### config.mk
export PLATFORM = sky130hd
export DESIGN_NAME = dcdm_color_flat
export DESIGN_NICKNAME = d
export VERILOG_FILES = /design/src/sv/depth_colormap_decimate_mirror_defines.svh /design/src/sv/dcdm_pkg.sv /design/src/sv/dcdm_ifs.sv /design/src/sv/dcdm_color.sv /design/src/flat_wrapper.sv
export SDC_FILE = /design/constraint.sdc
export NUM_CORES = 1
export LEC_CHECK = 0
export ABC_AREA = 1
export BUFFER_PORTS_ARGS = -buffer_cell sky130_fd_sc_hd__buf_4
export CAP_MARGIN = 20
export CORE_MARGIN = 2
export CORE_UTILIZATION = 35
export CTS_BUF_LIST = sky130_fd_sc_hd__clkbuf_8
export DETAILED_ROUTE_END_ITERATION = 6
export SKIP_LAST_GASP = 1
export SYNTH_ARGS = -nofsm -noshare
export SYNTH_HDL_FRONTEND = slang
export SYNTH_SLANG_ARGS = --single-unit
### constraint.sdc
create_clock -name clk -period 4.76 [get_ports clk]
set_input_delay 1.19 -clock clk [delete_from_list [all_inputs] [get_ports clk]]
set_output_delay 1.19 -clock clk [all_outputs]
set_load 0.03 [all_outputs]
### src/sv/depth_colormap_decimate_mirror_defines.svh
`ifndef DEPTH_COLORMAP_DECIMATE_MIRROR_DEFINES_SVH
`define DEPTH_COLORMAP_DECIMATE_MIRROR_DEFINES_SVH

// Same-cycle implication, disabled while reset is asserted.
`define DCDM_ASSERT_NOW(label, clk, rst_n, ante, cons) \
    label: assert property (@(posedge clk) disable iff (!rst_n) (ante) |-> (cons)) \
        else $error("dcdm check failed");

// Next-cycle implication, disabled while reset is asserted.
`define DCDM_ASSERT_NEXT(label, clk, rst_n, ante, cons) \
    label: assert property (@(posedge clk) disable iff (!rst_n) (ante) |=> (cons)) \
        else $error("dcdm check failed");

`endif

### src/sv/dcdm_pkg.sv
`default_nettype none

package dcdm_pkg;

    localparam int MAX_WIDTH_DEF  = 1024;
    localparam int MAX_HEIGHT_DEF = 1024;

    localparam int DEPTH_W   = 16;
    localparam int CHAN_W    = 8;
    localparam int CFG_W     = 11;
    localparam int CFG_IDX_W = 2;

    localparam int RESET_WIDTH  = 640;
    localparam int RESET_HEIGHT = 480;

    // jet ramp over 300..4000 mm
    localparam int DEPTH_LO    = 300;
    localparam int DEPTH_HI    = 4000;
    localparam int RAMP_OFFSET = 2775;
    localparam int RAMP_SPAN   = 1850;
    localparam int NUM_W       = 11;

    // floor(n * 255 / 1850) as (n * RECIP_K) >> RECIP_SHIFT, exact for n <= 1850
    localparam int RECIP_SHIFT = 24;
    localparam int RECIP_K     = 2312536;
    localparam int RECIP_W     = 22;
    localparam int PROD_W      = NUM_W + RECIP_W;

    typedef enum logic [CFG_IDX_W-1:0] {
        REG_FRAME_WIDTH  = 2'd0,
        REG_FRAME_HEIGHT = 2'd1
    } cfg_reg_t;

    typedef struct packed {
        logic row_end;
        logic frame_end;
    } px_ctrl_t;

endpackage

`default_nettype wire

### src/sv/dcdm_ifs.sv
`default_nettype none


interface dcdm_out_if;
    logic                        valid;
    logic                        ready;
    logic [dcdm_pkg::CHAN_W-1:0] red;
    logic [dcdm_pkg::CHAN_W-1:0] green;
    logic [dcdm_pkg::CHAN_W-1:0] blue;
    logic                        row_end;
    logic                        frame_end;

    modport source (output valid, output red, output green, output blue,
                    output row_end, output frame_end, input ready);
    modport sink   (input valid, input red, input green, input blue,
                    input row_end, input frame_end, output ready);
endinterface


`default_nettype wire

### src/sv/dcdm_color.sv
`default_nettype none

module dcdm_color (
    input  wire logic                         clk,
    input  wire logic                         rst_n,
    input  wire logic                         in_valid,
    output logic                              in_ready,
    input  wire logic [dcdm_pkg::DEPTH_W-1:0] sample_mm,
    input  wire dcdm_pkg::px_ctrl_t           in_ctrl,
    dcdm_out_if.source                        color
);

    localparam int NW = dcdm_pkg::NUM_W;
    localparam int PW = dcdm_pkg::PROD_W;
    localparam int KW = dcdm_pkg::CHAN_W;
    localparam int DW = dcdm_pkg::DEPTH_W;

    function automatic logic [NW-1:0] sat_num(input logic signed [13:0] n);
        logic [NW-1:0] r;
        if (n < 0)
            r = '0;
        else if (n > 14'(dcdm_pkg::RAMP_SPAN))
            r = NW'(dcdm_pkg::RAMP_SPAN);
        else
            r = n[NW-1:0];
        return r;
    endfunction

    logic [11:0]        d12;
    logic [11:0]        u;
    logic [NW-1:0]      dev;
    logic [12:0]        two_u;
    logic signed [13:0] red_n;
    logic signed [13:0] green_n;
    logic signed [13:0] blue_n;
    logic [NW-1:0]      red_sat;
    logic [NW-1:0]      green_sat;
    logic [NW-1:0]      blue_sat;

    logic               s2_valid_reg;
    dcdm_pkg::px_ctrl_t s2_ctrl_reg;
    logic [NW-1:0]      red_num_reg;
    logic [NW-1:0]      green_num_reg;
    logic [NW-1:0]      blue_num_reg;

    logic [PW-1:0] red_prod;
    logic [PW-1:0] green_prod;
    logic [PW-1:0] blue_prod;

    logic               out_valid_reg;
    logic [KW-1:0]      red_reg;
    logic [KW-1:0]      green_reg;
    logic [KW-1:0]      blue_reg;
    dcdm_pkg::px_ctrl_t out_ctrl_reg;
    logic               out_adv;

    // ramp numerators, each clamped to 0..1850
    always_comb
    begin
        if (sample_mm < DW'(dcdm_pkg::DEPTH_LO))
            d12 = 12'(dcdm_pkg::DEPTH_LO);
        else if (sample_mm > DW'(dcdm_pkg::DEPTH_HI))
            d12 = 12'(dcdm_pkg::DEPTH_HI);
        else
            d12 = sample_mm[11:0];

        u = 12'(dcdm_pkg::DEPTH_HI) - d12;
        if (u >= 12'(dcdm_pkg::RAMP_SPAN))
            dev = NW'(u - 12'(dcdm_pkg::RAMP_SPAN));
        else
            dev = NW'(12'(dcdm_pkg::RAMP_SPAN) - u);
        two_u = {u, 1'b0};

        red_n   = $signed(14'(two_u)) - $signed(14'(dcdm_pkg::RAMP_OFFSET));
        green_n = $signed(14'(dcdm_pkg::RAMP_OFFSET)) - $signed(14'({dev, 1'b0}));
        blue_n  = $signed(14'(dcdm_pkg::RAMP_OFFSET)) - $signed(14'(two_u));

        // no reading: black
        if (sample_mm == '0)
        begin
            red_sat   = '0;
            green_sat = '0;
            blue_sat  = '0;
        end
        else
        begin
            red_sat   = sat_num(red_n);
            green_sat = sat_num(green_n);
            blue_sat  = sat_num(blue_n);
        end
    end

    assign out_adv  = !out_valid_reg || color.ready;
    assign in_ready = !s2_valid_reg || out_adv;

    always_ff @(posedge clk or negedge rst_n)
    begin
        if (!rst_n)
        begin
            s2_valid_reg <= 1'b0;
        end
        else if (in_ready)
        begin
            s2_valid_reg <= in_valid;
        end
    end

    always_ff @(posedge clk)
    begin
        if (in_ready && in_valid)
        begin
            s2_ctrl_reg   <= in_ctrl;
            red_num_reg   <= red_sat;
            green_num_reg <= green_sat;
            blue_num_reg  <= blue_sat;
        end
    end

    // scale by 255/1850 with a reciprocal multiply
    assign red_prod   = PW'(red_num_reg) * PW'(dcdm_pkg::RECIP_K);
    assign green_prod = PW'(green_num_reg) * PW'(dcdm_pkg::RECIP_K);
    assign blue_prod  = PW'(blue_num_reg) * PW'(dcdm_pkg::RECIP_K);

    always_ff @(posedge clk or negedge rst_n)
    begin
        if (!rst_n)
        begin
            out_valid_reg <= 1'b0;
        end
        else if (out_adv)
        begin
            out_valid_reg <= s2_valid_reg;
        end
    end

    always_ff @(posedge clk)
    begin
        if (out_adv && s2_valid_reg)
        begin
            red_reg      <= red_prod[dcdm_pkg::RECIP_SHIFT +: KW];
            green_reg    <= green_prod[dcdm_pkg::RECIP_SHIFT +: KW];
            blue_reg     <= blue_prod[dcdm_pkg::RECIP_SHIFT +: KW];
            out_ctrl_reg <= s2_ctrl_reg;
        end
    end

    assign color.valid     = out_valid_reg;
    assign color.red       = red_reg;
    assign color.green     = green_reg;
    assign color.blue      = blue_reg;
    assign color.row_end   = out_ctrl_reg.row_end;
    assign color.frame_end = out_ctrl_reg.frame_end;

endmodule

`default_nettype wire

### src/flat_wrapper.sv
// flat-port wrapper written by rule: the top's interface ports become plain ports
module dcdm_color_flat 
  (clk, rst_n, in_valid, in_ready, sample_mm, in_ctrl, color_valid, color_red, color_green, color_blue, color_row_end, color_frame_end, color_ready);
  dcdm_out_if color_i ();
  input  wire logic clk;
  input  wire logic rst_n;
  input  wire logic in_valid;
  output logic in_ready;
  input  wire logic [dcdm_pkg::DEPTH_W-1:0] sample_mm;
  input  wire dcdm_pkg::px_ctrl_t in_ctrl;
  output wire logic [$bits(color_i.valid)-1:0] color_valid;
  output wire logic [$bits(color_i.red)-1:0] color_red;
  output wire logic [$bits(color_i.green)-1:0] color_green;
  output wire logic [$bits(color_i.blue)-1:0] color_blue;
  output wire logic [$bits(color_i.row_end)-1:0] color_row_end;
  output wire logic [$bits(color_i.frame_end)-1:0] color_frame_end;
  input wire logic [$bits(color_i.ready)-1:0] color_ready;
  assign color_valid = color_i.valid;
  assign color_red = color_i.red;
  assign color_green = color_i.green;
  assign color_blue = color_i.blue;
  assign color_row_end = color_i.row_end;
  assign color_frame_end = color_i.frame_end;
  assign color_i.ready = color_ready;
  dcdm_color u_core (.clk(clk), .rst_n(rst_n), .in_valid(in_valid), .in_ready(in_ready), .sample_mm(sample_mm), .in_ctrl(in_ctrl), .color(color_i));
endmodule
==> impl_metrics.sql <==
INSERT INTO impl_metrics (metric_group, metric, value, unit) VALUES
('run_status', 'outcome', 'finished, final reports clean', ''),
('worst_setup_path', 'crit_chain', 'ha_4 > fa_1 > inv_1 > fa_1 > inv_1 > fa_2 > fa_1 > ha_1 > buf_4 > a21oi_1 > nor2_2 > a211oi_2 > o311ai_1 > a41oi_2 > o21ai_2 > inv_1 > o31ai_2 > xor2_1', ''),
('worst_setup_path', 'crit_start', 'u_core.green_num_reg[10]', ''),
('synth', 'syn_area', '12600', 'µm²'),
('worst_setup_path', 'critical_path.startpoint_type', 'flop', ''),
('route', 'drt_pre_antenna_iters', '5', ''),
('global_route', 'grt_util_all_layers', '15.3', '%'),
('place', 'detailed_place_hpwl', '24000', 'µm'),
('finish', 'mostFrequentLayoutCells', '292 x sky130_fd_sc_hd__inv_1, 275 x sky130_fd_sc_hd__ha_1, 220 x sky130_fd_sc_hd__buf_4, 167 x sky130_fd_sc_hd__nand2_1, 111 x sky130_fd_sc_hd__fa_1', ''),
('synth', 'postSynthAreaPerCell', '9.12', 'µm²'),
('route', 'vias', '9819', ''),
('route', 'drt-met1-wl', '13500', 'µm'),
('die', 'total_i_o_pin_count', '50', ''),
('die', 'overall_die_area', '37600', 'µm²'),
('sta', 'worstMarginPinSlew', '1.04', 'ns'),
('worst_setup_path', 'cpLargestDelayFamily', 'adder cells', ''),
('clock_network', 'ctsHoldBuffers', '0', ''),
('pwr', 'p_leak', '8.22', 'nW'),
('sta', 'share_of_the_clock_period_used_by_the_worst_path', '98.9', '%'),
('global_route', 'via_count_of_the_first_global_routing_pass', '10078', ''),
('clock_network', 'worst_skew_pair.late_latency', '0.38', 'ns'),
('synth', 'ys.flop_type', 'sky130_fd_sc_hd__edfxtp_1', ''),
('route', 'viasPerCell', '4.72', ''),
('global_route', 'grt_first_pass_wirelength', '47600', 'µm'),
('finish', 'drive_above_1_share', '26.2', '%'),
('sta', 'finalHoldWorstSlack', '0.518', 'ns'),
('finish', 'diodes', '0', ''),
('worst_setup_path', 'timing.critical_path.slowest_stage_cell', 'sky130_fd_sc_hd__edfxtp_1', ''),
('route', 'ant_nets', '0', ''),
('sta', 'setup-violations-final', '0', ''),
('synth', 'post_synth_num_cell_types', '47', ''),
('synth', 'number_of_warning_messages_in_the_yosys_log', '0', ''),
('place', 'placer_congestion', '0.918', ''),
('clock_network', 'clock_tree.root_cell', 'sky130_fd_sc_hd__clkbuf_8', ''),
('worst_setup_path', 'critical_path_class', 'reg -> reg', ''),
('route', 'dr.max_layer_used', 'met4', ''),
('route', 'finalWirelength', '28300', 'µm'),
('hold_path', 'hp-class', 'reg -> reg', ''),
('route', 'met3RoutedLength', '703', 'µm'),
('worst_setup_path', 'kind_of_end_point_of_the_critical_path', 'flop', ''),
('pwr', 'p_total', '11.8', 'mW'),
('synth', 'synthArstFlopShare', '3.17', '%'),
('synth', 'synthesis.nets', '1838', ''),
('route', 'detailedRoute.firstIterationViolations', '434', ''),
('worst_setup_path', 'critical_path.reg2reg.endpoint', 'u_core.color.green[7]', ''),
('global_route', 'globalRouteOverflowTotal', '0', ''),
('global_route', 'grt_antenna_before_repair', '0', ''),
('pwr', 'vdd_ir_drop_max', '0.620', 'mV'),
('clock_network', 'cts_made_buffers', '9', ''),
('worst_setup_path', 'crit_path_max_fanout', '4', ''),
('route', 'dr_wl_met2', '13700', 'µm'),
('sta', 'rsz_0062_raised_after_global_routing', 'yes', ''),
('sta', 'timing.final.max_slew_violations', '0', ''),
('worst_setup_path', 'timing.rr.start', 'u_core.green_num_reg[10]', ''),
('finish', 'most_common_library_cell_in_the_layout_ignoring_fill_and_taps', 'sky130_fd_sc_hd__inv_1', ''),
('route', 'wire_per_inst', '13.6', 'µm'),
('pwr', 'power-per-cell-area', '746', 'nW/µm²'),
('sta', 'highest_clock_rate', '0.212', 'GHz'),
('die', 'fp.dieH', '194', 'µm'),
('worst_setup_path', 'timing.critical_path.depth', '18', ''),
('clock_network', 'clk_pin_slew_worst_setup_hold_paths', '0.07', 'ns'),
('finish', 'layout.filler_cells', '3342', ''),
('clock_network', 'tritoncts', 'done', ''),
('sta', 'finClkSkew', '0.0217', 'ns'),
('sta', 'relSlewSlack', '30.6', '%'),
('clock_network', 'cts_buffer_depth', '2', ''),
('finish', 'stdcell_area', '15700', 'µm²'),
('die', 'design.core.area', '35500', 'µm²'),
('synth', 'yosysSeqAreaShare', '14.9', '%'),
('place', 'input_output_buffers', '49', ''),
('die', 'initial_utilization', '35.5', '%');
==> power breakdown <==
part | internal, mW | total [mW] | switching (mW)
Sequential | 0.934 | 1.02 | 0.0857
Combinational | 4.77 | 10.2 | 5.45
Clock | 0.291 | 0.521 | 0.231
==> what timing repair did <==
action | in CTS | in global routing
gates resized for setup | 23 | 100
buffers inserted | 12 | 16
pin swaps | 20 | 72
setup endpoints to repair | 14 | 33
==> how the worst min path moves through the flow <==
stage               depth (start not counted)                endpoint             startpoint  slack [ns]
detailed placement                          0    u_core.color.row_end  u_core.s2_ctrl_reg[1]        0.50
global route                                0    u_core.color.row_end  u_core.s2_ctrl_reg[1]        0.53
finish                                      2      u_core.color.valid    u_core.s2_valid_reg        0.52
CTS                                         2      u_core.color.valid    u_core.s2_valid_reg        0.53
floorplan                                   0  u_core.color.frame_end  u_core.s2_ctrl_reg[0]        0.40
global placement                            2      u_core.color.valid    u_core.s2_valid_reg        0.49
==> layer usage <==
layer,GRT usage [%],vias up
li1,-,5006
met1,20.8,4657
met2,26.1,130
met3,1.55,26
met4,3.87,0
met5,0,-
==> tightest hold or removal path: cells and delay by family (launching register included) <==
kind          cells  cell delay (ns)
flops             1             0.35
buf+inv           1             0.07
simple gates      1             0.07
==> synth_stat cells, types with 3 or more instances <==
cell	number	share of area, %
sky130_fd_sc_hd__o21ai_0	36	1.4
sky130_fd_sc_hd__o211ai_1	3	0.18
sky130_fd_sc_hd__nand3_2	10	0.79
sky130_fd_sc_hd__fa_1	129	20
sky130_fd_sc_hd__inv_2	11	0.33
sky130_fd_sc_hd__o21ai_1	7	0.28
sky130_fd_sc_hd__nor2_2	8	0.40
sky130_fd_sc_hd__xnor2_1	7	0.49
sky130_fd_sc_hd__a21oi_1	61	2.4
sky130_fd_sc_hd__nor4_1	3	0.15
sky130_fd_sc_hd__xor2_1	43	3.0
sky130_fd_sc_hd__a41oi_1	4	0.28
sky130_fd_sc_hd__nand2_1	174	5.2
sky130_fd_sc_hd__a211oi_1	13	0.77
sky130_fd_sc_hd__o221ai_1	5	0.35
sky130_fd_sc_hd__edfxtp_1	61	15
sky130_fd_sc_hd__o31ai_1	5	0.30
sky130_fd_sc_hd__inv_1	295	8.8
sky130_fd_sc_hd__nor2_1	59	1.8
sky130_fd_sc_hd__nand2_2	30	1.5
sky130_fd_sc_hd__nand4_1	15	0.74
sky130_fd_sc_hd__or2_2	3	0.15
sky130_fd_sc_hd__ha_1	305	30
sky130_fd_sc_hd__nand3_1	50	2.0
sky130_fd_sc_hd__nor2_4	4	0.36
sky130_fd_sc_hd__nand2_4	5	0.45
sky130_fd_sc_hd__nor3_1	6	0.24
==> through the flow <==
| step | utilization (%) | std cells | setup slack [ns] | setup TNS, ns |
|---|---|---|---|---|
| 2_1_floorplan | - | 1382 | 0.0174 | 0 |
| 3_3_place_gp | 41.4 | 2038 | -0.0558 | -0.370 |
| 3_5_place_dp | 41.4 | 2038 | -0.102 | -1.42 |
| 4_1_cts | 42.6 | 2066 | -0.00745 | -0.0117 |
| 5_1_grt | 44.4 | 2082 | -0.0960 | -0.377 |
| 6_report | 44.4 | 2082 | 0.0525 | 0 |
==> kinds of logic (layout without fill, tap and decap cells) <==
family	after synthesis	in the layout	share of synthesized area, %
and+or+nand+nor	376	376	14.5
adders and majority gates	434	434	50.7
buffers and inverters	310	549	9.35
DFF	63	63	14.9
AOI/OAI and AO/OA	149	149	7.05
xor gates and xnor gates	50	50	3.47
==> cell type report <==
class / count / area [µm²] / share of cell area, %
Inverter: 308 / 1160 / 7.35
Sequential cell: 63 / 1880 / 11.9
Clock inverter: 7 / 88.8 / 0.564
Timing Repair Buffer: 225 / 1710 / 10.8
Multi-Input combinational cell: 1009 / 10200 / 64.8
Tap cell: 461 / 577 / 3.66
Clock buffer: 9 / 124 / 0.787
Note: power is estimated with default switching activity, not from simulation.
