--- config.mk ---
export PLATFORM = sky130hd
export DESIGN_NAME = dcdm_raster_flat
export DESIGN_NICKNAME = d
export VERILOG_FILES = /design/src/sv/dcdm_pkg.sv /design/src/sv/dcdm_ifs.sv /design/src/sv/dcdm_raster.sv /design/src/flat_wrapper.sv
export VERILOG_INCLUDE_DIRS = /design/src /design/src/sv
export SDC_FILE = /design/constraint.sdc
export NUM_CORES = 1
export LEC_CHECK = 0
export ABC_AREA = 0
export BUFFER_PORTS_ARGS = -buffer_cell sky130_fd_sc_hd__clkbuf_2
export CAP_MARGIN = 20
export CORE_MARGIN = 4
export CORE_UTILIZATION = 45
export DETAILED_ROUTE_END_ITERATION = 7
export GPL_TIMING_DRIVEN = 0
export HOLD_SLACK_MARGIN = 0.02
export PLACE_DENSITY = 0.71
export SYNTH_ARGS = -nofsm -noshare
export SYNTH_HDL_FRONTEND = slang
export SYNTH_SLANG_ARGS = --single-unit
--- constraint.sdc ---
create_clock -name clk -period 4.14 [get_ports clk]
set_clock_uncertainty 0.2 [all_clocks]
set_input_delay 0.207 -clock clk [delete_from_list [all_inputs] [get_ports clk]]
set_output_delay 0.207 -clock clk [all_outputs]
set_load 0.005 [all_outputs]
--- src/sv/depth_colormap_decimate_mirror_defines.svh ---
`ifndef DEPTH_COLORMAP_DECIMATE_MIRROR_DEFINES_SVH
`define DEPTH_COLORMAP_DECIMATE_MIRROR_DEFINES_SVH

// Same-cycle implication, disabled while reset is asserted.
`define DCDM_ASSERT_NOW(label, clk, rst_n, ante, cons) \
    label: assert property (@(posedge clk) disable iff (!rst_n) (ante) |-> (cons)) \
        else $error("dcdm check failed");

// Next-cycle implication, disabled while reset is asserted.
`define DCDM_ASSERT_NEXT(label, clk, rst_n, ante, cons) \
    label: assert property (@(posedge clk) disable iff (!rst_n) (ante) |=> (cons)) \
        else $error("dcdm check failed");

`endif

--- src/sv/dcdm_pkg.sv ---
`default_nettype none

package dcdm_pkg;

    localparam int MAX_WIDTH_DEF  = 1024;
    localparam int MAX_HEIGHT_DEF = 1024;

    localparam int DEPTH_W   = 16;
    localparam int CHAN_W    = 8;
    localparam int CFG_W     = 11;
    localparam int CFG_IDX_W = 2;

    localparam int RESET_WIDTH  = 640;
    localparam int RESET_HEIGHT = 480;

    // jet ramp over 300..4000 mm
    localparam int DEPTH_LO    = 300;
    localparam int DEPTH_HI    = 4000;
    localparam int RAMP_OFFSET = 2775;
    localparam int RAMP_SPAN   = 1850;
    localparam int NUM_W       = 11;

    // floor(n * 255 / 1850) as (n * RECIP_K) >> RECIP_SHIFT, exact for n <= 1850
    localparam int RECIP_SHIFT = 24;
    localparam int RECIP_K     = 2312536;
    localparam int RECIP_W     = 22;
    localparam int PROD_W      = NUM_W + RECIP_W;

    typedef enum logic [CFG_IDX_W-1:0] {
        REG_FRAME_WIDTH  = 2'd0,
        REG_FRAME_HEIGHT = 2'd1
    } cfg_reg_t;

    typedef struct packed {
        logic row_end;
        logic frame_end;
    } px_ctrl_t;

endpackage

`default_nettype wire

--- src/sv/dcdm_ifs.sv ---
`default_nettype none

interface dcdm_in_if;
    logic                         valid;
    logic                         ready;
    logic [dcdm_pkg::DEPTH_W-1:0] sample_mm;
    logic                         frame_start;

    modport source (output valid, output sample_mm, output frame_start, input ready);
    modport sink   (input valid, input sample_mm, input frame_start, output ready);
endinterface


interface dcdm_cfg_if;
    logic                           valid;
    logic                           ready;
    logic [dcdm_pkg::CFG_IDX_W-1:0] index;
    logic [dcdm_pkg::CFG_W-1:0]     data;

    modport source (output valid, output index, output data, input ready);
    modport sink   (input valid, input index, input data, output ready);
endinterface

`default_nettype wire

--- src/sv/dcdm_raster.sv ---
`default_nettype none

`include "depth_colormap_decimate_mirror_defines.svh"

module dcdm_raster #(
    parameter  int MAX_WIDTH  = dcdm_pkg::MAX_WIDTH_DEF,
    parameter  int MAX_HEIGHT = dcdm_pkg::MAX_HEIGHT_DEF,
    localparam int AW         = $clog2(MAX_WIDTH / 2)
) (
    input  wire logic                         clk,
    input  wire logic                         rst_n,
    dcdm_in_if.sink                           depth,
    dcdm_cfg_if.sink                          cfg,
    output logic                              ram_we,
    output logic [AW-1:0]                     ram_waddr,
    output logic [dcdm_pkg::DEPTH_W-1:0]      ram_wdata,
    output logic                              ram_re,
    output logic [AW-1:0]                     ram_raddr,
    output logic                              s1_valid,
    output dcdm_pkg::px_ctrl_t                s1_ctrl,
    input  wire logic                         s1_ready
);

    localparam int WW = $clog2(MAX_WIDTH + 1);
    localparam int CW = $clog2(MAX_WIDTH);
    localparam int HW = $clog2(MAX_HEIGHT + 1);
    localparam int RW = $clog2(MAX_HEIGHT);
    localparam int FW = dcdm_pkg::CFG_W;

    logic [FW-1:0]      width_reg;
    logic [FW-1:0]      height_reg;
    logic [CW-1:0]      col_reg;
    logic [CW-1:0]      col_next;
    logic [RW-1:0]      row_reg;
    logic [RW-1:0]      row_next;
    logic               s1_valid_reg;
    dcdm_pkg::px_ctrl_t s1_ctrl_reg;
    dcdm_pkg::px_ctrl_t ctrl_next;

    logic [WW-1:0] w_eff;
    logic [WW-1:0] ow;
    logic [HW-1:0] h_eff;
    logic [HW-1:0] oh;
    logic [CW-1:0] col;
    logic [RW-1:0] row;
    logic [WW-1:0] col_x;
    logic [HW-1:0] row_x;
    logic [WW-1:0] mirror_off;
    logic [WW-1:0] ox;
    logic [HW-1:0] oy;
    logic          in_frame;
    logic          fire;
    logic          last_px;

    assign cfg.ready = 1'b1;

    always_ff @(posedge clk or negedge rst_n)
    begin
        if (!rst_n)
        begin
            width_reg  <= FW'(dcdm_pkg::RESET_WIDTH);
            height_reg <= FW'(dcdm_pkg::RESET_HEIGHT);
        end
        else if (cfg.valid)
        begin
            unique case (cfg.index)
                dcdm_pkg::REG_FRAME_WIDTH:  width_reg  <= cfg.data;
                dcdm_pkg::REG_FRAME_HEIGHT: height_reg <= cfg.data;
                default: ;
            endcase
        end
    end

    // saturate the programmed geometry
    always_comb
    begin
        if (32'(width_reg) < 32'd2)
            w_eff = WW'(2);
        else if (32'(width_reg) > 32'(MAX_WIDTH))
            w_eff = WW'(MAX_WIDTH);
        else
            w_eff = WW'(width_reg);

        if (32'(height_reg) < 32'd1)
            h_eff = HW'(1);
        else if (32'(height_reg) > 32'(MAX_HEIGHT))
            h_eff = HW'(MAX_HEIGHT);
        else
            h_eff = HW'(height_reg);
    end

    assign ow = w_eff >> 1;
    assign oh = h_eff >> 1;

    assign fire  = depth.valid && depth.ready;
    assign col   = depth.frame_start ? '0 : col_reg;
    assign row   = depth.frame_start ? '0 : row_reg;
    assign col_x = WW'(col);
    assign row_x = HW'(row);

    assign in_frame   = (col_x < w_eff) && (row_x < h_eff);
    assign mirror_off = w_eff - col_x - WW'(1);
    assign ox         = mirror_off >> 1;
    assign oy         = HW'(row >> 1);
    assign last_px    = (col_x == ow - WW'(1));

    // even rows fill the line at the mirrored position, odd rows drain it
    assign ram_we    = fire && in_frame && !row[0] && !mirror_off[0] && (ox < ow);
    assign ram_waddr = ox[AW-1:0];
    assign ram_wdata = depth.sample_mm;
    assign ram_re    = fire && in_frame && row[0] && (col_x < ow) && (oy < oh);
    assign ram_raddr = col[AW-1:0];

    assign ctrl_next.row_end   = last_px;
    assign ctrl_next.frame_end = last_px && (oy == oh - HW'(1));

    always_comb
    begin
        if (col_x + WW'(1) >= w_eff)
        begin
            col_next = '0;
            if (row_x + HW'(1) >= h_eff)
                row_next = '0;
            else
                row_next = RW'(row_x + HW'(1));
        end
        else
        begin
            col_next = CW'(col_x + WW'(1));
            row_next = row;
        end
    end

    always_ff @(posedge clk or negedge rst_n)
    begin
        if (!rst_n)
        begin
            col_reg <= '0;
            row_reg <= '0;
        end
        else if (fire)
        begin
            col_reg <= col_next;
            row_reg <= row_next;
        end
    end

    // stage 1 follows the line RAM read latency
    assign depth.ready = !s1_valid_reg || s1_ready;

    always_ff @(posedge clk or negedge rst_n)
    begin
        if (!rst_n)
        begin
            s1_valid_reg <= 1'b0;
        end
        else if (depth.ready)
        begin
            s1_valid_reg <= ram_re;
        end
    end

    always_ff @(posedge clk)
    begin
        if (ram_re)
        begin
            s1_ctrl_reg <= ctrl_next;
        end
    end

    assign s1_valid = s1_valid_reg;
    assign s1_ctrl  = s1_ctrl_reg;

    `DCDM_ASSERT_NOW(a_we_re_excl, clk, rst_n, ram_we, !ram_re)
    `DCDM_ASSERT_NOW(a_frame_end_row_end, clk, rst_n, s1_valid_reg && s1_ctrl_reg.frame_end, s1_ctrl_reg.row_end)
    `DCDM_ASSERT_NEXT(a_s1_hold, clk, rst_n, s1_valid_reg && !s1_ready, s1_valid_reg && $stable(s1_ctrl_reg))

endmodule

`default_nettype wire

--- src/flat_wrapper.sv ---
// flat-port wrapper written by rule: the top's interface ports become plain ports
module dcdm_raster_flat 
#(
    parameter  int MAX_WIDTH  = dcdm_pkg::MAX_WIDTH_DEF,
    parameter  int MAX_HEIGHT = dcdm_pkg::MAX_HEIGHT_DEF,
    localparam int AW         = $clog2(MAX_WIDTH / 2)
)
  (clk, rst_n, ram_we, ram_waddr, ram_wdata, ram_re, ram_raddr, s1_valid, s1_ctrl, s1_ready, depth_valid, depth_sample_mm, depth_frame_start, depth_ready, cfg_valid, cfg_index, cfg_data, cfg_ready);
  dcdm_in_if depth_i ();
  dcdm_cfg_if cfg_i ();
  input  wire logic clk;
  input  wire logic rst_n;
  output logic ram_we;
  output logic [AW-1:0] ram_waddr;
  output logic [dcdm_pkg::DEPTH_W-1:0] ram_wdata;
  output logic ram_re;
  output logic [AW-1:0] ram_raddr;
  output logic s1_valid;
  output dcdm_pkg::px_ctrl_t s1_ctrl;
  input  wire logic s1_ready;
  input wire logic [$bits(depth_i.valid)-1:0] depth_valid;
  input wire logic [$bits(depth_i.sample_mm)-1:0] depth_sample_mm;
  input wire logic [$bits(depth_i.frame_start)-1:0] depth_frame_start;
  output wire logic [$bits(depth_i.ready)-1:0] depth_ready;
  input wire logic [$bits(cfg_i.valid)-1:0] cfg_valid;
  input wire logic [$bits(cfg_i.index)-1:0] cfg_index;
  input wire logic [$bits(cfg_i.data)-1:0] cfg_data;
  output wire logic [$bits(cfg_i.ready)-1:0] cfg_ready;
  assign depth_i.valid = depth_valid;
  assign depth_i.sample_mm = depth_sample_mm;
  assign depth_i.frame_start = depth_frame_start;
  assign depth_ready = depth_i.ready;
  assign cfg_i.valid = cfg_valid;
  assign cfg_i.index = cfg_index;
  assign cfg_i.data = cfg_data;
  assign cfg_ready = cfg_i.ready;
  dcdm_raster #(.MAX_WIDTH(MAX_WIDTH), .MAX_HEIGHT(MAX_HEIGHT)) u_core (.clk(clk), .rst_n(rst_n), .depth(depth_i), .cfg(cfg_i), .ram_we(ram_we), .ram_waddr(ram_waddr), .ram_wdata(ram_wdata), .ram_re(ram_re), .ram_raddr(ram_raddr), .s1_valid(s1_valid), .s1_ctrl(s1_ctrl), .s1_ready(s1_ready));
endmodule
==> flow_results.org, run 1 <==
** Run status
- The flow ran to the end, but the final reports show violations.
- The checks that failed: setup timing.

** Floorplan
- The initial utilization of the core area, before any placement, comes to 46.9%.
- Placeable core region :: 11000 um^2
- Num rows :: 38
- Top-Level Pins :: 76
- Die Ht :: 115 um
- The die covers 13300 um^2.
- Die boundary width :: 115 um

** Synth
- Synth Net Count :: 722
- Cell count after synthesis :: 613
- The synthesized design contains 2 enable-type register cells.
- Of the post-synthesis cell area, the dominant cell type holds 17.9%.
- Dividing the synthesized area by the synthesized cell count gives 8.45 um^2.
- Top flip-flop cell by instance count after synthesis :: dfrtp_1
- The number of different library cells used by synthesis comes to 77.
- Number of synthesized register bits :: 45
- Number of warnings printed during yosys synthesis :: 0
- Most frequent cell after synthesis :: ha_1
- Post-synth top area cell :: dfrtp_1
- Summing every instance area after synthesis gives 5180 um^2.
- Fraction of registers with async set or reset after synthesis :: 95.6%
- The commonest cells after synthesis are ha_1 (73), nand2_1 (61), dfrtp_1 (37).
- Part of the Yosys area used for sequential elements :: 22.1%
- Dominant cells by area after synthesis :: dfrtp_1 (18%), ha_1 (18%), mux2_2 (5.0%)

** Worst setup path
- On the critical path, the stage with the largest delay is an instance of dfrtp_2.
- At the worst endpoint, the required time is 3.73 ns.
- Data arrives at the worst endpoint at 4.15 ns.
- CP endpoint kind :: primary output
- In this run the critical register-to-register path is launched from u_core.col_reg[1].
- The worst setup path is of the register to primary output kind.
- Gate family responsible for the most delay along the worst path :: compound AO/OA/AOI/OAI gates
- The worst setup path is launched from a register.
- Critical path's largest stage delay :: 0.40 ns
- Worst Setup SP :: u_core.width_reg[3]
- Number of buffer and inverter stages on the critical path :: 2
- Traced cell by cell, the critical path runs through or3_1, clkbuf_8, nor2_4, nor2_2, nor2_4, ha_4, a211oi_2, nor2_2, o311ai_4, nand2_2, a21oi_4, xnor2_2, ha_1, a21o_1, a211oi_2, o31ai_2, o221a_2, nor4_2, clkbuf_2.
- Of all nets on the critical path, the largest fanout is 3.

** Timing
- The count of pins over their slew limit came to 0.
- The total count of hold-check failures in the final report was 0.
- Fin Setup TNS :: -0.422 ns
- On the final layout, the worst hold slack is 0.0923 ns.
- Worst slew pin tran :: 0.660 ns
- Maximum clock frequency :: 219 MHz
- Post-route setup slack :: -0.422 ns
- Setup repair after global routing missed its margin :: yes
- Of the available clock period, the critical path in the final layout requires 110%.
- Setup violations remaining at the end of the flow were counted as 1.
- For the finished layout, the period the worst path requires is 4.56 ns.
- Headroom to the max-slew limit came out at 55.9%.

** Pwr
- Clock network power share :: 18.7%
- For this design the ratio of total power to cell area is 384 nW/um^2.
- Across the VDD grid, the largest voltage drop is 211 uV.
- For this design the static power due to leakage is 2.85 nW.
- For this design the total switching power over the nets is 0.000984 W.
- Proportion of total power due to net switching :: 41.2%
- Combinational cells account for 56.6% of the total power.
- Per report_power, the sequential group accounts for 24.7% of the total.
- Internal :: 0.00141 W

** Routing
- In this run the remaining antenna-violating nets after routing total 0.
- In the routed layout, each cell is associated on average with a via count of 5.89.
- Pre-Repair DR Iteration Count :: 5
- The detailed router finished its first iteration with 369 violations.
- Via count :: 4974
- Routed WL :: 14500 um
- Average wire per cell in the routed design :: 17.2 um
- DRC violation count after routing :: 0

** Placement
- At the end of routability-driven placement, the weighted congestion stood at 0.931.
- In this run the tool buffered the top-level ports with 58 buffer cells.
- At the placement stage, the worst setup path has a slack of -0.572 ns.
- Total placed cells including tap cells :: 812
- Detailed placement ended at an HPWL of 11500 um.

** Layout
- Synthesis-to-finish area growth :: 20.3%
- The final layout contains 812 nets.
- The count of cells in the finished layout, fillers not included, comes to 844.
- Share of final-layout standard cells stronger than drive strength 1 :: 26.1%
- After filler insertion, the fill cell instance count of the layout stands at 1038.
- The repair_antennas step left the layout with diodes totalling 0.
- Final core occ :: 56.5%

** Min path
- Hold Crit Class :: input port to register
- Startpoint of the most critical hold path :: cfg_valid

** CTS
- For the worst-skew pair, the clock arrives at the later sink with an insertion delay of 0.29 ns.
- CTS tree :: built
- In this run the number of H-tree levels came out at 2.
- No sink is reached through more buffers than the 2 on the longest clock path.
- Clock root cell :: clkbuf_16
- Number of buffers created by CTS :: 5
- TritonCTS sink count :: 45
- CTS clock-pin slew for the worst setup and hold paths :: 0.06 ns

** Global routing
- Wire length of the first global-routing pass :: 23800 um
- Gr usage total :: 22.2%
- Antenna violations before repair :: 0
- Entering global routing, the biggest net connects 29 pins.
- GRT overflow :: 0
- The number of global-route vias before repair came to 4809.

** Flow run
- Max-Cap Viols :: 0
==> cell families (layout without fill, tap and decap cells) <==
logic type	Yosys count	in the layout	share of synthesized area, %
fa+ha+maj	75	75	18.2
mux	28	28	5.99
other cells	1	1	0.0724
buf+inv	82	173	7.66
xor+xnor	28	28	4.74
simple gates	213	213	22.2
flops	45	45	22.1
compound gates	141	141	19.0
==> layout make-up <==
cell class	instances	area (um^2)	area share (%)
timing repair buffer	83	520	8.36
sequential	45	1150	18.4
clock buffer	5	125	2.01
clock inverter	3	41.3	0.663
tap	140	175	2.81
inverter	38	143	2.29
buffer	44	269	4.32
multi-input combinational	486	3810	61.1
==> tightest hold or removal path: cells and delay by family <==
family	cells	cell delay, ns
buf+inv	1	0.08
mux	1	0.15
simple gates	1	0.10
==> routing by layer <==
layer,up-vias,track usage [%],part of all wire (%)
met4,0,5.63,1.9
li1,2398,-,-
met1,2341,30.2,44
met2,210,37.0,47
met3,25,3.32,7.0
met5,-,0,0
==> power groups by stage <==
stage | Clock [W] | Combinational (W) | Sequential (W)
after detailed placement | 0 | 0.00121 | 0.000600
after global placement | 0 | 0.00117 | 0.000596
after floorplan | 0 | 0.000898 | 0.000572
after CTS | 0.000459 | 0.00132 | 0.000587
final | 0.000447 | 0.00135 | 0.000589
after global routing | 0.000479 | 0.00150 | 0.000598
==> worst paths after layout <==
path                                         to  slack (ns)  cells after the start
setup reg to reg              u_core.row_reg[2]        0.36                     12
setup / recovery                         ram_we       -0.42                     19
hold reg to reg               u_core.col_reg[4]        0.31                      2
hold / removal             u_core.height_reg[0]        0.09                      3
max in group asynchronous   u_core.width_reg[9]        2.96                      3
min in group asynchronous  u_core.height_reg[9]        0.20                      2
==> layout by cell type (no fill, tap or decap), drive strengths merged, types with 13 or more instances in the layout <==
cell type | netlist | routed
inv | 38 | 38
nor2b | 19 | 19
clkbuf | 19 | 81
nand2 | 61 | 61
o21ai | 30 | 30
nand4 | 13 | 13
a21oi | 23 | 23
nor3 | 14 | 14
buf | 25 | 39
dfrtp | 37 | 37
xnor2 | 22 | 22
ha | 73 | 73
nor2 | 31 | 31
nand3 | 14 | 14
mux2 | 24 | 24
nand2b | 21 | 21
==> per-stage QoR <==
step | cell area (um^2) | total power, W
after floorplan | 5240 | 0.00147
after global placement | 5710 | 0.00177
after detailed placement | 5730 | 0.00181
after CTS | 6200 | 0.00237
after global routing | 6230 | 0.00258
final | 6230 | 0.00239
==> timing repair <==
item,4_1_cts,5_1_grt
hold buffers,12,0
gates resized for setup,24,10
pin swaps,20,1
endpoints found under the setup margin,2,16
setup buffers,12,0
hold endpoints to repair,37,0
Power figures use the tool's default switching activity.
==> run 2, diff against run 1 <==
- CELL_PAD_IN_SITES_DETAIL_PLACEMENT: not set -> 2
- CELL_PAD_IN_SITES_GLOBAL_PLACEMENT: not set -> 2
- CORE_ASPECT_RATIO: not set -> 1.75
- CORE_UTILIZATION: 45 -> 32
- PLACE_DENSITY: 0.71 -> 0.81
==> flow_results.org, run 2 (synthesis gave the netlist of run 1 again) <==
** Pwr
- Proportion of total power due to net switching :: 45.7% (+4.5 points)
- Largest voltage drop on the vdd net :: 149 uV (-30%)
- Leakage component of the power :: 2.89 nW (+1.4%)
- The total internal power was 0.00142 W (+0.70%).
- Seq pwr share :: 22.9% (-1.8 points)
- The net switching power was 0.00119 W (+21%).
- The clock share of power was 16.1% (-2.6 points).
- The total power per unit cell area came to 407 nW/um^2 (+6.0%).
- The combinational power share came to 61.0% (+4.4 points).

** Layout
- Number of nets at the end of the flow :: 820 (+0.99%)
- Fill cell total of the finished layout :: 1770 (+71%)
- Final core occ :: 40.4% (-16 points)
- The count of antenna diodes in the layout is 0 (unchanged).
- In the layout the commonest cells are ha_1 (70), clkbuf_2 (59), nand2_1 (56).
- Leading cell type in the layout, fill and taps excluded :: ha_1
- The fraction of final layout cells sized beyond drive strength 1 came to 28.7% (+2.5 points).
- Synthesis-to-finish area growth :: 23.8%
- Number of standard cells in the final layout excluding fillers :: 901 (+6.8%)

** Floorplan
- Die Ht :: 176 um (+53%)
- The number of primary I/O pins came to 76 (unchanged).
- Placeable core region :: 15900 um^2 (+44%)
- The area of the die was 18400 um^2 (+38%).
- The floorplan die width came to 104 um (-9.6%).
- Num rows :: 61 (+61%)
- The initial core utilization came to 32.6% (-14 points).

** Min path
- Hold Crit Class :: input port to register
- Worst hold stages :: 3 (unchanged)

** Global routing
- The remaining global-route overflow was 0 (unchanged).
- Gr usage total :: 24.3% (+2.1 points)
- The number of antenna violations at the first check in global routing was 0 (unchanged).
- The maximum number of pins on one net before global-route repair came to 34 (+17%).
- The number of global-route vias before repair came to 6183 (+29%).
- The first-pass GRT wire length is 34700 um (+46%).

** CTS
- The tree is rooted in a clkbuf_16.
- Deepest level of the CTS H-tree :: 2 (unchanged)
- The clock latency of the later-clocked register in the worst-skew pair is 0.31 ns (+0.02 ns).
- Number of buffers created by CTS :: 5 (unchanged)
- Number of buffers on the longest clock path :: 2 (unchanged)
- TritonCTS sink count :: 45 (unchanged)
- CTS clock-pin slew for the worst setup and hold paths :: 0.07 ns (about the same)
- CTS tree :: built

** Routing
- Vias/cell :: 5.99 (+1.7%)
- The number of DRC violations after detailed routing came to 0 (unchanged).
- Average wire per cell in the routed design :: 25.6 um (+49%)
- The number of routed nets with antenna violations is 0 (unchanged).
- The wire length after detailed routing came to 23100 um (+59%).
- The detailed-routing iteration count for the pre-antenna-repair pass came to 4 (-1).
- The number of DRC violations after detailed-routing iteration 0 is 174 (-53%).
- The total vias in the final route was 5398 (+8.5%).

** Timing
- The worst relative slew slack came to 53.4% (-2.5 points).
- Worst hold slack :: 0.0883 ns (-0.00397 ns)
- Maximum clock frequency :: 205 MHz (-6.7%)
- The setup violation total in the final timing report was 1 (unchanged).
- The total count of hold-check failures in the final report was 0 (unchanged).
- The part of the cycle the worst path needs came to 118% (+7.9 points).
- Setup repair after global routing could not meet its margin everywhere.
- Slew Viols, Final :: 0 (unchanged)
- Post-route minimum period :: 4.89 ns (+0.328 ns)
- Fin Setup TNS :: -0.749 ns (-0.328 ns)
- Post-route setup slack :: -0.749 ns (-0.328 ns)
- The measured slew at the worst slew-check pin came to 0.682 ns (+0.0214 ns).

** Placement
- GP Congestion :: 0.877 (-5.8%)
- Half-perimeter wire length after placement :: 17200 um (+50%)
- The worst slack after detailed placement was -1.08 ns (-0.504 ns).
- Total placed cells including tap cells :: 861 (+6.0%)
- Quantity of I/O buffers inserted on ports :: 58 (unchanged)

** Run status
- The final reports fail on setup timing.
- The run finished, with violations left.

** Worst setup path
- Worst setup path category :: register to primary output
- Critical path arrival :: 4.48 ns (+0.33 ns)
- The depth of the worst register-to-register path was 12 (unchanged).
- Register-to-register setup slack :: 0.28 ns (-0.08 ns)
- The worst path required time came to 3.73 ns (about the same).
- Worst Path Max Fanout :: 3 (unchanged)
- The worst setup path is launched from a register.
- STA classifies the critical path endpoint as a primary output.

** Flow run
- Max-Cap Viols :: 0 (unchanged)
==> run 2: cell count changes in the layout (fill, tap and decap cells not counted), sizes merged <==
| cell | before | now |
|---|---|---|
| buf | 39 | 49 |
| clkinvlp | 1 | 0 |
| bufinv | 1 | 0 |
==> run 2: through the flow <==
step,area (um^2),power (W)
after CTS,6300,0.00249
after detailed placement,5790,0.00194
after global placement,5770,0.00184
after global routing,6410,0.00277
final,6410,0.00261
after floorplan,5240,0.00147
==> run 2: layer usage <==
layer / global-route usage, % / vias up / wire, um
met5: 0 / - / 0
met1: 21.4 / 2707 / 7460
met3: 2.49 / 102 / 612
met4: 18.3 / 0 / 2070
li1: - / 2413 / -
met2: 49.3 / 176 / 12900
==> run 2: critical path, cell delays in order (launching register included) <==
cell      delay, ns
dfstp_2        0.39
nor4_4         0.34
nand2_2        0.15
nor2_4         0.15
nor2_4         0.05
nor2_4         0.17
ha_4           0.24
a211oi_4       0.26
nor2_2         0.09
o311ai_4       0.31
nand2_2        0.15
a21oi_4        0.18
xnor2_2        0.15
ha_1           0.28
a21o_1         0.17
a211oi_2       0.30
o31ai_2        0.13
o221a_2        0.25
nor4_2         0.24
buf_2          0.17
==> run 2: power groups by stage <==
stage                     Combinational (W)  Sequential [W]  Clock (W)
final                               0.00159        0.000597   0.000419
after global placement              0.00124        0.000602          0
after floorplan                    0.000898        0.000572          0
after CTS                           0.00149        0.000589   0.000415
after detailed placement            0.00133        0.000607          0
after global routing                0.00172        0.000604   0.000439
==> run 2: repair_timing <==
item                                    CTS  global route
cloned                                    0             0
hold endpoints to repair                 59             0
hold buffers                             12             0
endpoints found under the setup margin   22            24
pin swaps                                18            19
gates resized for setup                  32            23
setup buffers                            15             6
==> run 2: layout make-up <==
class / instances / area (um^2) / share of cell area [%]
Sequential cell: 45 / 1150 / 17.9
Buffer: 43 / 262 / 4.08
Clock buffer: 7 / 133 / 2.07
Multi-Input combinational cell: 486 / 3890 / 60.7
Tap cell: 189 / 236 / 3.69
Inverter: 38 / 143 / 2.23
Timing Repair Buffer: 92 / 588 / 9.18
Clock inverter: 1 / 5.00 / 0.0781
==> run 2: final timing paths <==
path	to	startpoint
worst max-delay path	ram_we	u_core.width_reg[7]
worst min-delay path	u_core.s1_valid	s1_ready
worst max register to register	u_core.row_reg[1]	u_core.col_reg[1]
worst min register to register	u_core.col_reg[4]	u_core.col_reg[4]
max in group asynchronous	u_core.height_reg[5]	rst_n
min in group asynchronous	u_core.row_reg[3]	rst_n
==> run 3, diff against run 2 <==
- BUFFER_PORTS_ARGS: -buffer_cell sky130_fd_sc_hd__clkbuf_2 -> not set
- CORE_UTILIZATION: 32 -> 36
- DONT_BUFFER_PORTS: not set -> 1
- GPL_TIMING_DRIVEN: 0 -> not set
- HOLD_SLACK_MARGIN: 0.02 -> not set
- PLACE_DENSITY: 0.81 -> 0.82
==> flow_results.org, run 3 (synthesis gave the netlist of run 1 again) <==
** Run status
- The run finished, with violations left.
- Failing checks :: setup timing

** Timing
- Worst slew pin tran :: 0.870 ns (+0.188 ns)
- The final critical delay including setup and external delays is 4.60 ns (-0.288 ns).
- Number of setup violations in the final report :: 3 (+2)
- Worst hold slack :: 0.0127 ns (-0.0756 ns)
- The count of pins over their slew limit was 0 (unchanged).
- Post-route setup slack :: -0.461 ns (+0.288 ns)
- The maximum frequency from static timing analysis was 217 MHz (+6.3%).
- Part of the cycle the worst path needs :: 111% (-7.0 points)
- Total count of hold-check failures in the final report :: 0 (unchanged)
- Setup repair after global routing could not meet its margin everywhere.
- The worst relative slew slack is 41.9% (-12 points).

** Layout
- The library cell used most frequently in the layout, excluding fill and tap cells, is ha_1.
- From synthesis to final layout, the design area changed by 17.5%.
- The final layout net count is 758 (-7.6%).
- The utilization after layout came to 43.5% (+3.2 points).
- The filler cell count in the final layout came to 1563 (-12%).
- The fraction of final layout cells sized beyond drive strength 1 is 21.4% (-7.3 points).
- Leaving out fill and tap cells, the most frequent cells in the layout are ha_1 (71), nand2_1 (60), buf_4 (58).

** Routing
- The detailed-routing iteration count for the pre-antenna-repair pass was 5 (+1).
- Vias/cell :: 6.45 (+7.7%)
- The number of DRC violations after detailed routing was 0 (unchanged).
- The number of DRC violations after detailed-routing iteration 0 is 328 (+89%).
- Count of nets left with antenna violations after detail routing :: 0 (unchanged)
- The detail-routed net length per standard cell is 31.3 um (+22%).
- Routed WL :: 25900 um (+12%)
- The total vias in the final route was 5344 (-1.0%).

** Flow run
- Max-Cap Viols :: 0 (unchanged)

** Worst setup path
- Startpoint types :: register
- Worst EP required :: 3.73 ns (about the same)
- The critical path data arrival time was 4.19 ns (-0.29 ns).
- Startpoint of the most critical register-to-register path :: u_core.width_reg[9]
- The critical path is of the register to primary output type.
- The maximum fanout along the worst path was 3 (unchanged).
- Number of cells on the worst reg-to-reg path :: 15 (+3)
- Register-to-register setup slack :: -0.11 ns (-0.39 ns)
- The worst setup path is captured at a primary output.
- Worst reg2reg endpoint :: u_core.s1_ctrl[0]

** CTS
- CTS tree :: built
- The TritonCTS sink count came to 45 (unchanged).
- The total clock buffers created by CTS was 5 (unchanged).
- In this run the clock root is driven by a clkbuf_16.
- Worst skew pair latency :: 0.32 ns (about the same)
- The CTS H-tree depth came to 2 (unchanged).
- Number of buffers on the longest clock path :: 2 (unchanged)
- CTS clock-pin slew for the worst setup and hold paths :: 0.09 ns (+0.02 ns)

** Global routing
- Maximum number of pins on one net before global-route repair :: 44 (+29%)
- The first-pass GRT wire length was 37300 um (+7.5%).
- Gr usage total :: 29.8% (+5.5 points)
- The number of antenna violations at the first check in global routing was 1 (+1).
- GRT overflow :: 0 (unchanged)
- Vias in the first global route :: 6020 (-2.6%)

** Placement
- The HPWL after detailed placement is 17000 um (-1.1%).
- GP Congestion :: 0.951 (+8.4%)
- Quantity of I/O buffers inserted on ports :: 0 (-100%)

** Min path
- Endpoint, Worst Hold :: u_core.col_reg[3]
- Startpoint of the most critical hold path :: depth_frame_start
- Worst hold stages :: 3 (unchanged)
- Hold Crit Class :: input port to register

** Floorplan
- Die boundary width :: 98.7 um (-5.3%)
- Top-Level Pins :: 76 (unchanged)
- The area of the die was 16400 um^2 (-10%).
- The initial core utilization is 37.0% (+4.4 points).
- The placement row count was 57 (-6.6%).
- The die extent in y was 167 um (-5.5%).
- Placeable core region :: 14000 um^2 (-12%)

** Pwr
- Largest voltage drop on the vdd net :: 386 uV (+160%)
- The total power per unit cell area is 447 nW/um^2 (+9.9%).
- The power consumption came to 0.00272 W (+4.3%).
- The leakage power of the design is 2.68 nW (-7.2%).
## run 3: repair_timing
| item | CTS | global route |
|---|---|---|
| hold buffers | 14 | 0 |
| resized for setup | 14 | 9 |
| pin swaps | 18 | 10 |
| hold endpoints to repair | 68 | 0 |
| setup endpoints to repair | 2 | 6 |
| setup buffers | 6 | 4 |
## run 3: worst max path at each step
stage | end | depth (start not counted) | from | slack (ns)
after floorplan | ram_we | 18 | u_core.width_reg[2] | 0.0007
after global placement | ram_we | 17 | u_core.width_reg[2] | 0.007
after detailed placement | ram_we | 18 | u_core.width_reg[7] | -0.22
after CTS | ram_we | 19 | u_core.width_reg[7] | -0.29
after global routing | ram_we | 18 | u_core.width_reg[6] | -0.66
final | ram_we | 19 | u_core.width_reg[9] | -0.46
## run 3: metrics by stage
step                      cell area [um^2]  setup TNS, ns  setup WS [ns]  std cells
after floorplan                       5240              0       0.000738        613
final                                 6080         -0.649         -0.461        828
after CTS                             6000         -0.293         -0.293        823
after detailed placement              5570         -0.215         -0.215        795
after global placement                5570              0        0.00718        795
after global routing                  6080         -0.922         -0.657        828
## run 3: cell type report
| cell class | count | area (um^2) | area share (%) |
|---|---|---|---|
| Multi-Input combinational cell | 486 | 3800 | 62.5 |
| Sequential cell | 45 | 1140 | 18.8 |
| Timing Repair Buffer | 73 | 604 | 9.93 |
| Tap cell | 177 | 221 | 3.64 |
| Inverter | 38 | 143 | 2.34 |
| Clock buffer | 5 | 125 | 2.06 |
| Clock inverter | 3 | 41.3 | 0.679 |
| Antenna cell | 1 | 2.50 | 0.0411 |
## run 3: power by group
group	leakage, nW	internal [W]	switching [W]
combinational	2.05	0.000664	0.000941
clock	0.0775	0.000284	0.000219
sequential	0.555	0.000509	0.000101
total	2.68	0.00146	0.00126
## run 3: critical path, cell delays in order (launching register included)
cell,delay (ns)
dfstp_2,0.61
nor4_4,0.07
nand2_2,0.10
nor2_4,0.05
buf_4,0.14
nor3b_4,0.22
ha_2,0.24
inv_1,0.07
fa_2,0.38
nor2b_4,0.15
o2111ai_2,0.18
nand4_1,0.16
nand2_1,0.11
xnor2_2,0.16
ha_1,0.33
and3_4,0.19
nand2_1,0.06
nor4bb_1,0.30
o221a_2,0.29
nor4_4,0.05
## run 3: layer usage
metal | up-vias | GRT usage [%] | share of wire, %
met5 | - | 0 | 0
met4 | 0 | 26.2 | 11
met3 | 130 | 4.27 | 4.8
met2 | 258 | 54.3 | 52
met1 | 2675 | 28.0 | 32
li1 | 2281 | - | -
